`src/rtl/lfr_pkg.sv`:
```
// ----------------------------------------------------------------------------
// lfr_pkg: shared constants and types for the LRU frame replacer
// Holds the frame count, the derived widths, the request codes and the
// per-cell control word.
// ----------------------------------------------------------------------------
package lfr_pkg;

  localparam int NUM_FRAMES = 64;
  localparam int FRAME_W    = (NUM_FRAMES > 1) ? $clog2(NUM_FRAMES) : 1;
  localparam int COUNT_W    = $clog2(NUM_FRAMES + 1);
  localparam int CAP_W      = 7;
  localparam int CMP_W      = (COUNT_W > CAP_W) ? COUNT_W : CAP_W;
  localparam int CAP_RESET  = 64;
  localparam int IN_DATA_W  = ((FRAME_W + 7) / 8) * 8;
  localparam int OUT_DATA_W = ((FRAME_W + COUNT_W + 7) / 8) * 8;

  // request codes carried on the request tuser
  typedef enum logic [1:0] {
    REQ_VICTIM = 2'd0,
    REQ_PIN    = 2'd1,
    REQ_UNPIN  = 2'd2,
    REQ_SPARE  = 2'd3
  } req_t;

  // control word handed to each cell of the list
  typedef struct packed {
    logic shift;  // take the right neighbour's contents
    logic load;   // take the broadcast frame as new tail
  } cell_ctl_t;

endpackage

```
`src/rtl/lru_frame_replacer.sv`:
```
// ----------------------------------------------------------------------------
// lru_frame_replacer: LRU list of evictable buffer frames
// One request in flight: requests are taken only in idle, then pass through the
// hit compare, removal prefix and apply steps; apply waits while the previous
//   result is still held downstream.
// Reset: synchronous, active high; empties the list, capacity returns to 64.
// ----------------------------------------------------------------------------
module lru_frame_replacer (
  input  logic                           clk,
  input  logic                           rst,
  // configuration: capacity register
  input  logic                           cfg_we,
  input  logic [lfr_pkg::CAP_W-1:0]      cfg_wdata,
  // request side
  input  logic                           s_axis_tvalid,
  output logic                           s_axis_tready,
  input  logic [lfr_pkg::IN_DATA_W-1:0]  s_axis_tdata,   // [5:0] frame_index
  input  logic [1:0]                     s_axis_tuser,   // [1:0] req_type
  // result side
  output logic                           m_axis_tvalid,
  input  logic                           m_axis_tready,
  output logic [lfr_pkg::OUT_DATA_W-1:0] m_axis_tdata,   // [5:0] evict_frame,
                                                         // [12:6] evictable_count
  output logic                           m_axis_tuser    // [0] victim_found
);

  localparam int N = lfr_pkg::NUM_FRAMES;
  localparam int W = lfr_pkg::FRAME_W;
  localparam int C = lfr_pkg::COUNT_W;
  localparam int STEPS = (N > 1) ? $clog2(N) : 1;

  typedef enum logic [1:0] {
    ST_IDLE,
    ST_HIT,
    ST_SHIFT,
    ST_APPLY
  } state_t;

  state_t                   state;
  lfr_pkg::req_t            req_kind;
  logic [W-1:0]             req_frame;
  logic [lfr_pkg::CAP_W-1:0] capacity;
  logic [C-1:0]             length;
  logic [C-1:0]             len_after;
  logic [N-1:0]             hit_vec;
  logic [N-1:0]             shift_vec;
  logic                     removed;
  logic [W-1:0]             victim_hold;

  logic                     out_valid;
  logic                     out_found;
  logic [W-1:0]             out_frame;
  logic [C-1:0]             out_count;

  // cell row signals
  logic [N-1:0][W-1:0]      cell_frame;
  logic [N-1:0]             cell_valid;
  logic [N-1:0]             cell_hit;
  lfr_pkg::cell_ctl_t [N-1:0] cell_ctl;

  // combinational helpers
  logic [N-1:0]             rem_vec;
  logic [N-1:0]             prefix_vec;
  logic [N-1:0]             load_vec;
  logic                     apply_go;
  logic                     in_range;
  logic                     append_ok;

  assign s_axis_tready = (state == ST_IDLE);
  assign m_axis_tvalid = out_valid;
  assign m_axis_tuser  = out_found;
  assign m_axis_tdata  = lfr_pkg::OUT_DATA_W'({out_count, out_frame});

  // Hold the result stage until the downstream side has taken the last one.
  assign apply_go = (state == ST_APPLY) && (!out_valid || m_axis_tready);

  assign in_range  = ({1'b0, req_frame} < (W + 1)'(N));
  // After any removal, an unpin appends only while the list is still under capacity.
  assign append_ok = (req_kind == lfr_pkg::REQ_UNPIN) && in_range &&
                     (lfr_pkg::CMP_W'(len_after) < lfr_pkg::CMP_W'(capacity));

  // Pick the cell to drop: the front for a victim, the matching cell for pin or unpin, none for the spare code.
  always_comb begin
    rem_vec = '0;
    case (req_kind)
      lfr_pkg::REQ_VICTIM: rem_vec[0] = (length != '0);
      lfr_pkg::REQ_PIN, lfr_pkg::REQ_UNPIN: rem_vec = hit_vec;
      default: rem_vec = '0;
    endcase
  end

  // Every cell at or behind the dropped one takes its right neighbour:
  // prefix OR by doubling spans.
  always_comb begin
    prefix_vec = rem_vec;
    for (int k = 0; k < STEPS; k++) begin
      prefix_vec = prefix_vec | (prefix_vec << (1 << k));
    end
  end

  // The new tail lands at the first free position after the removal.
  always_comb begin
    for (int i = 0; i < N; i++) begin
      load_vec[i] = append_ok && (len_after == C'(i));
    end
  end

  genvar g;
  generate
    for (g = 0; g < N; g++) begin : g_cell
      logic [W-1:0] nb_frame;
      logic         nb_valid;

      if (g == N - 1) begin : g_last
        assign nb_frame = '0;
        assign nb_valid = 1'b0;
      end else begin : g_mid
        assign nb_frame = cell_frame[g+1];
        assign nb_valid = cell_valid[g+1];
      end

      assign cell_ctl[g].shift = apply_go && shift_vec[g];
      assign cell_ctl[g].load  = apply_go && load_vec[g];

      lfr_cell u_cell (
        .clk         (clk),
        .rst         (rst),
        .key         (req_frame),
        .ctl         (cell_ctl[g]),
        .right_frame (nb_frame),
        .right_valid (nb_valid),
        .frame       (cell_frame[g]),
        .valid       (cell_valid[g]),
        .hit         (cell_hit[g])
      );
    end
  endgenerate

  // Sequencer: take a request, register the hits, register the shift pattern,
  // then update the row and the length and present the result.
  always_ff @(posedge clk) begin
    if (rst) begin
      state     <= ST_IDLE;
      length    <= '0;
      capacity  <= lfr_pkg::CAP_W'(lfr_pkg::CAP_RESET);
      out_valid <= 1'b0;
    end else begin
      if (cfg_we) begin
        capacity <= cfg_wdata;
      end
      // raise on a new result, drop once the downstream side takes it
      if (apply_go) begin
        out_valid <= 1'b1;
      end else if (m_axis_tready) begin
        out_valid <= 1'b0;
      end
      unique case (state)
        ST_IDLE: begin
          if (s_axis_tvalid) begin
            state <= ST_HIT;
          end
        end
        ST_HIT: begin
          state <= ST_SHIFT;
        end
        ST_SHIFT: begin
          state <= ST_APPLY;
        end
        ST_APPLY: begin
          if (apply_go) begin
            length    <= len_after + C'(append_ok);
            state     <= ST_IDLE;
          end
        end
        default: state <= ST_IDLE;
      endcase
    end
  end

  // Payload registers: request, hit and shift vectors, result fields.
  always_ff @(posedge clk) begin
    if (state == ST_IDLE && s_axis_tvalid) begin
      req_kind  <= lfr_pkg::req_t'(s_axis_tuser);
      req_frame <= s_axis_tdata[W-1:0];
    end
    if (state == ST_HIT) begin
      hit_vec <= cell_hit;
    end
    if (state == ST_SHIFT) begin
      shift_vec   <= prefix_vec;
      removed     <= |rem_vec;
      len_after   <= length - C'(|rem_vec);
      victim_hold <= cell_frame[0];
    end
    if (apply_go) begin
      out_found <= (req_kind == lfr_pkg::REQ_VICTIM) && removed;
      out_frame <= ((req_kind == lfr_pkg::REQ_VICTIM) && removed) ? victim_hold : '0;
      out_count <= len_after + C'(append_ok);
    end
  end

endmodule

```
`src/rtl/lfr_cell.sv`:
```
// ----------------------------------------------------------------------------
// lfr_cell: one position of the ordered frame list
// Holds a frame and its valid bit, compares against the broadcast key and
// shifts in its right neighbour or loads the key as the new tail.
// ----------------------------------------------------------------------------
module lfr_cell (
  input  logic                        clk,
  input  logic                        rst,
  input  logic [lfr_pkg::FRAME_W-1:0] key,
  input  lfr_pkg::cell_ctl_t          ctl,
  input  logic [lfr_pkg::FRAME_W-1:0] right_frame,
  input  logic                        right_valid,
  output logic [lfr_pkg::FRAME_W-1:0] frame,
  output logic                        valid,
  output logic                        hit
);

  assign hit = valid && (frame == key);

  // load wins over shift: the new tail lands where the list ends
  always_ff @(posedge clk) begin
    if (ctl.load) begin
      frame <= key;
    end else if (ctl.shift) begin
      frame <= right_frame;
    end
  end

  always_ff @(posedge clk) begin
    if (rst) begin
      valid <= 1'b0;
    end else if (ctl.load) begin
      valid <= 1'b1;
    end else if (ctl.shift) begin
      valid <= right_valid;
    end
  end

endmodule
```
`config.mk`:
```
export PLATFORM = sky130hd
export DESIGN_NAME = lru_frame_replacer
export DESIGN_NICKNAME = d
export VERILOG_FILES = /design/src/rtl/lfr_pkg.sv /design/src/rtl/lru_frame_replacer.sv /design/src/rtl/lfr_cell.sv
export SDC_FILE = /design/constraint.sdc
export NUM_CORES = 1
export LEC_CHECK = 0
export ABC_CLOCK_PERIOD_IN_PS = 4400
export BUFFER_PORTS_ARGS = -buffer_cell sky130_fd_sc_hd__buf_4
export CORE_MARGIN = 1
export CORE_UTILIZATION = 35
export CTS_CLUSTER_DIAMETER = 200
export DETAILED_ROUTE_END_ITERATION = 8
export SLEW_MARGIN = 10
export SYNTH_ARGS = -nofsm -noshare
export SYNTH_HDL_FRONTEND = slang
export SYNTH_HIERARCHICAL = 1
export SYNTH_SLANG_ARGS = --single-unit
```
`constraint.sdc`:
```
create_clock -name clk -period 4.4 [get_ports clk]
set_clock_uncertainty 0.1 [all_clocks]
set_input_delay 0.66 -clock clk [delete_from_list [all_inputs] [get_ports clk]]
set_output_delay 0.66 -clock clk [all_outputs]
set_load 0.01 [all_outputs]
```
Word level (Yosys, flattened, before mapping)
Index checks and enable logic that the tools add are counted.
{"block": "classes", "n_addsub": 2, "n_mul": 0, "n_div": 0, "n_lt_le_gt_ge": 1, "n_eq_ne": 134, "shift": 0, "muxes": 263, "bitwise_logic": 6, "n_reduce_logical": 335}
{"cell": "6-bit two-way mux", "n": 128}
{"cell": "6-bit equality test", "n": 64}
{"cell": "64-bit OR", "n": 6}
{"cell": "1-bit logical AND", "n": 260}
{"cell": "7-bit by 6-bit equality test with 1-bit output (second input constant)", "n": 32}
{"cell": "1-bit two-way mux", "n": 130}
{"cell": "2-bit nonzero test", "n": 65}
{"cell": "7-bit by 5-bit equality test with 1-bit output (second input constant)", "n": 16}
{"cell": "64-bit OR reduction", "n": 1}
{"cell": "63-bit two-way mux", "n": 1}
{"cell": "7-bit by 4-bit equality test with 1-bit output (second input constant)", "n": 8}
{"cell": "7-bit by 3-bit equality test with 1-bit output (second input constant)", "n": 4}
{"cell": "7-bit by 2-bit equality test with 1-bit output (second input constant)", "n": 2}
{"cell": "2-bit case mux with 4 select lines", "n": 1}
{"cell": "7-bit by 1-bit adder with 7-bit output", "n": 1}
{"cell": "7-bit by 1-bit equality test with 1-bit output (second input constant)", "n": 1}
{"cell": "7-bit zero test", "n": 1}
{"cell": "7-bit < comparator", "n": 1}
{"cell": "7-bit nonzero test", "n": 1}
{"cell": "7-bit by 1-bit subtractor with 7-bit output", "n": 1}
{"cell": "2-bit equality test (second input constant)", "n": 3}
{"cell": "2-bit by 1-bit equality test with 1-bit output (second input constant)", "n": 2}
{"cell": "2-bit zero test", "n": 2}
{"cell": "2-bit two-way mux", "n": 2}
{"cell": "other kinds (6)", "n": 8}
{"block": "totals", "ff_bits": 629, "latchBits": 0, "mem_bits_rw": 0, "mem_bits_ro": 0, "inputBits": 22, "out_inout_bits": 19, "word_cells": 883, "n_memories": 0}

Logic depth before layout (Yosys ltp)
{"block": "depth", "ltp_word": 9, "depth_mapped": 13, "depth_no_buf": 13}

By module
Netlist, hierarchy kept.
{"mod": "lfr_cell", "instances": 64, "cells_each": 26, "area_per_inst_um2": 374.1, "seq_area_each_um2": 200.2}
{"mod": "lru_frame_replacer", "instances": 1, "cells_each": 702, "area_per_inst_um2": 8264.2, "seq_area_each_um2": 5265.0}

Worst setup path before layout
No wires, ideal clock.
{"block": "synth_timing", "kind": "register -> register", "from": "register req_frame[2]", "to": "register hit_vec[0], data pin", "setup_time_ns": 0.270, "arrival_ns": 3.267, "required_time_ns": 4.030, "slack_ns": 0.763, "path_stages_with_launch": 4, "path_buffers": 0, "period_less_slack_ns": 3.637, "cell_sequence": "edfxtp_1 -> xnor2_1 -> nand4_1 -> nor4_2"}
{"block": "synth_via", "elab_chain_cells": 2}
{"item": "from (decl)", "line": "lru_frame_replacer.sv:41", "text": "logic [W-1:0] req_frame;"}
{"item": "from (signal assigned)", "line": "lru_frame_replacer.sv:184", "text": "req_frame <= s_axis_tdata[W-1:0];"}
{"item": "6-bit equality test", "line": "lfr_cell.sv:18", "text": "assign hit = valid && (frame == key);"}
{"item": "1-bit logical AND", "line": "lfr_cell.sv:18"}
{"item": "net cell_hit[0]", "line": "lru_frame_replacer.sv:58", "text": "logic [N-1:0] cell_hit;"}
{"item": "to (signal assigned)", "line": "lru_frame_replacer.sv:187", "text": "hit_vec <= cell_hit;"}
{"item": "to (decl)", "line": "lru_frame_replacer.sv:45", "text": "logic [N-1:0] hit_vec;"}
The timed path passes the listed nets, and every way through them passes these cells.
A chain may end at the register's enable or synchronous reset.

==> impl_metrics.toml <==
[status]
status = "complete, no violations"

[final_layout]
final_cell_mix = "edfxtp_1 (548), mux2_2 (384), xor2_1 (197), xnor2_1 (197), nor2_1 (121)"
fillCellCount = 8394
nets = 2478
syn_to_final_growth_pct = 11.7
finalInstanceArea_um2 = 36000
drive_gt1_share_pct = 30.0
diodes = 0
final_common_cell = "edfxtp_1"

[timing]
final.period_utilization_pct = 86.1
timing_max_transition_violations_final = 0
rsz0062_at_grt = "false"
setup_viol = 0
fmaxAchievable_mhz = 264
worst_pin_slew_ns = 1.05
period_minus_slack_ns = 3.79
final-hold-violation-count = 0
relSlewSlack_pct = 29.7
finalSetupTns_ns = 0

[route]
wl_met3_um = 3990
ant_nets = 0
vias_per_cell = 5.19
drtPass1Iterations = 5
top_layer = "met4"
drc_errors = 0
met2_wirelength_um = 35600
drt_wl_total_um = 75400
wire_per_inst_um = 20.5
drt_iter0_markers = 1251
met1_length_um = 33900
via_count = 19000

[clock_tree]
cts_root_buf = "clkbuf_16"
cts_resized = 0
numCtsBuffers = 72
cts_max_path_buffers = 3
cts.sinks = 629
cts.clk_slew.worst_paths_ns = 0.06
htreeDepth = 3
cts_tree = "done"
ctsHoldBuffers = 0
cts_setup_buffers = 0
clock_latency_ns = 0.61

[critical_path]
setup.worst_path.class = "flip-flop to flip-flop"
arrival_ns = 4.04
worstSetupStartpointType = "flip-flop"
critical_path_peak_fanout = 9
path_cells = "ha_1 > a21oi_1 > o2111ai_1 > or4_1 > buf_4 > o21bai_1 > nor2_1 > mux2_2"
end_kind = "flip-flop"
cp.required_ns = 4.65
cp_slowest_cell = "or4_1"
slowest_delay_ns = 0.69
crit_buf_inv = 1
crit_family = "simple AND/OR/NAND/NOR gates"

[logic_synthesis]
muxShareOfSynthArea_pct = 13.6
synthCells = 2366
synth_area_per_cell_um2 = 13.6
synth_top_family_by_area = "multiplexers"
synth_edf_count = 548
ys_ff_latch = 629
synth_top_area_share_pct = 51.1
async_flop_share_pct = 0
synth_fa_ha_area_share_pct = 0.660
synth_top_area_cell = "edfxtp_1"
synth-xor-area-share_pct = 10.7
syn_area_um2 = 32200
yosysWarnings = 6
yosys-top-cells-area = "edfxtp_1 (51%), mux2_2 (13%), xnor2_1 (5.4%)"
ys_seq_area_share_pct = 56.1
synth.distinct_cells = 57
synthFlopType = "edfxtp_1"
yosys.area_share.simple_pct = 12.7
synth_compound_area_share_pct = 3.03

[power]
p_comb_share_pct = 21.3
p_leak_nw = 11.9
power_density_nw_per_um2 = 487
p_switching_mw = 5.40
cellInternalPower_mw = 12.1
vdd_drop_max_v = 0.000335
swShare_pct = 30.8
power_frac_clock_pct = 33.3
seqPwrFrac_pct = 45.4
p_total_mw = 17.5

[die]
die_y_um = 305
start_util_pct = 35.6
io_pins = 41
core_area_um2 = 90600
die_area_um2 = 93200
die_w_um = 305
rows = 110

[place]
port_buffers = 35
globalplace.congestion = 0.813
dp_hpwl_um = 48800
placed_area_um2 = 33700

[run]
max_cap_viol_count = 0

[grt]
gr-total-overflow = 0
grt_usage_pct = 16.2
grt_pass1_vias = 19800
grt_max_degree = 129
antenna_found_initial = 1
grt_pass1_wl_um = 118000

[min_path]
hold_class = "input port to flip-flop"
-- layout make-up --
cell class | count | area [um2] | area share (%)
inverter | 28 | 105 | 0.292
tap | 1176 | 1470 | 4.09
sequential | 629 | 18100 | 50.3
clock inverter | 30 | 225 | 0.626
multi-input combinational | 1614 | 13200 | 36.8
timing repair buffer | 94 | 781 | 2.17
clock buffer | 100 | 2070 | 5.76
-- flip-flops by register name, summed over array words and instances (netlist names) --
name                 flops
capacity                 7
g_cell.u_cell/frame    384
g_cell.u_cell/valid     64
hit_vec                 64
len_after                7
length                   7
m_axis_tuser             1
m_axis_tvalid            1
out_count                7
out_frame                6
removed                  1
req_frame                6
req_kind                 2
shift_vec               64
state                    2
victim_hold              6
-- final timing paths --
kind,start,endpoint,slack [ns],cells past startpoint
worst max-delay path,len_after[4],g_cell[10].u_cell/frame[0],0.61,8
worst min-delay path,s_axis_tuser[0],req_kind[0],0.13,1
worst max register to register,len_after[4],g_cell[10].u_cell/frame[0],0.61,8
worst min register to register,g_cell[0].u_cell/frame[0],victim_hold[0],0.37,0
-- through the flow --
stage / hold WS, ns / utilization, % / instances / setup WS [ns]
finish: 0.127 / 39.7 / 3671 / 0.613
global route: 0.113 / 39.7 / 3671 / 0.410
CTS: 0.0959 / 39.7 / 3671 / 0.632
detailed placement: 0.362 / 37.2 / 3541 / 0.622
global placement: 0.367 / 37.2 / 3541 / 0.654
floorplan: 0.347 / - / 2375 / 0.763
-- worst reg2reg max path: stages (launching register included) --
cell and delay (ns):
edfxtp_1 0.52, ha_1 0.36, a21oi_1 0.13, o2111ai_1 0.20, or4_1 0.69, buf_4 0.27, o21bai_1 0.28, nor2_1 0.57
mux2_2 0.42
-- per-layer routing --
metal	track usage, %	up-vias
met1	21.8	9543
met4	5.53	0
met2	26.4	471
met5	0	-
met3	2.75	122
li1	-	8910
-- synthesized netlist by cell type (all sizes together), types with 68 or more instances --
cell and count:
mux2 384, nor4 92, xnor2 197, and3 70, buf 70, edfxtp 548
or2 70, nor2 123, dfxtp 81, xor2 197, nand2 68, nor2b 70
-- power groups by stage --
stage | Clock (mW) | Sequential [mW] | Combinational, mW
floorplan | 0 | 8.24 | 2.21
global placement | 0 | 8.05 | 3.64
detailed placement | 0 | 8.07 | 3.73
CTS | 5.97 | 7.95 | 3.75
global route | 6.21 | 8.03 | 4.05
finish | 5.84 | 7.95 | 3.74
-- cells by family after synthesis --
family | Yosys count
AOI/OAI and AO/OA | 141
xor gates and xnor gates | 394
adders and majority gates | 17
buffers and inverters | 132
DFF | 629
muxes | 391
other | 1
and+or+nand+nor | 661
No activity file was read; power rests on OpenSTA's default activity.
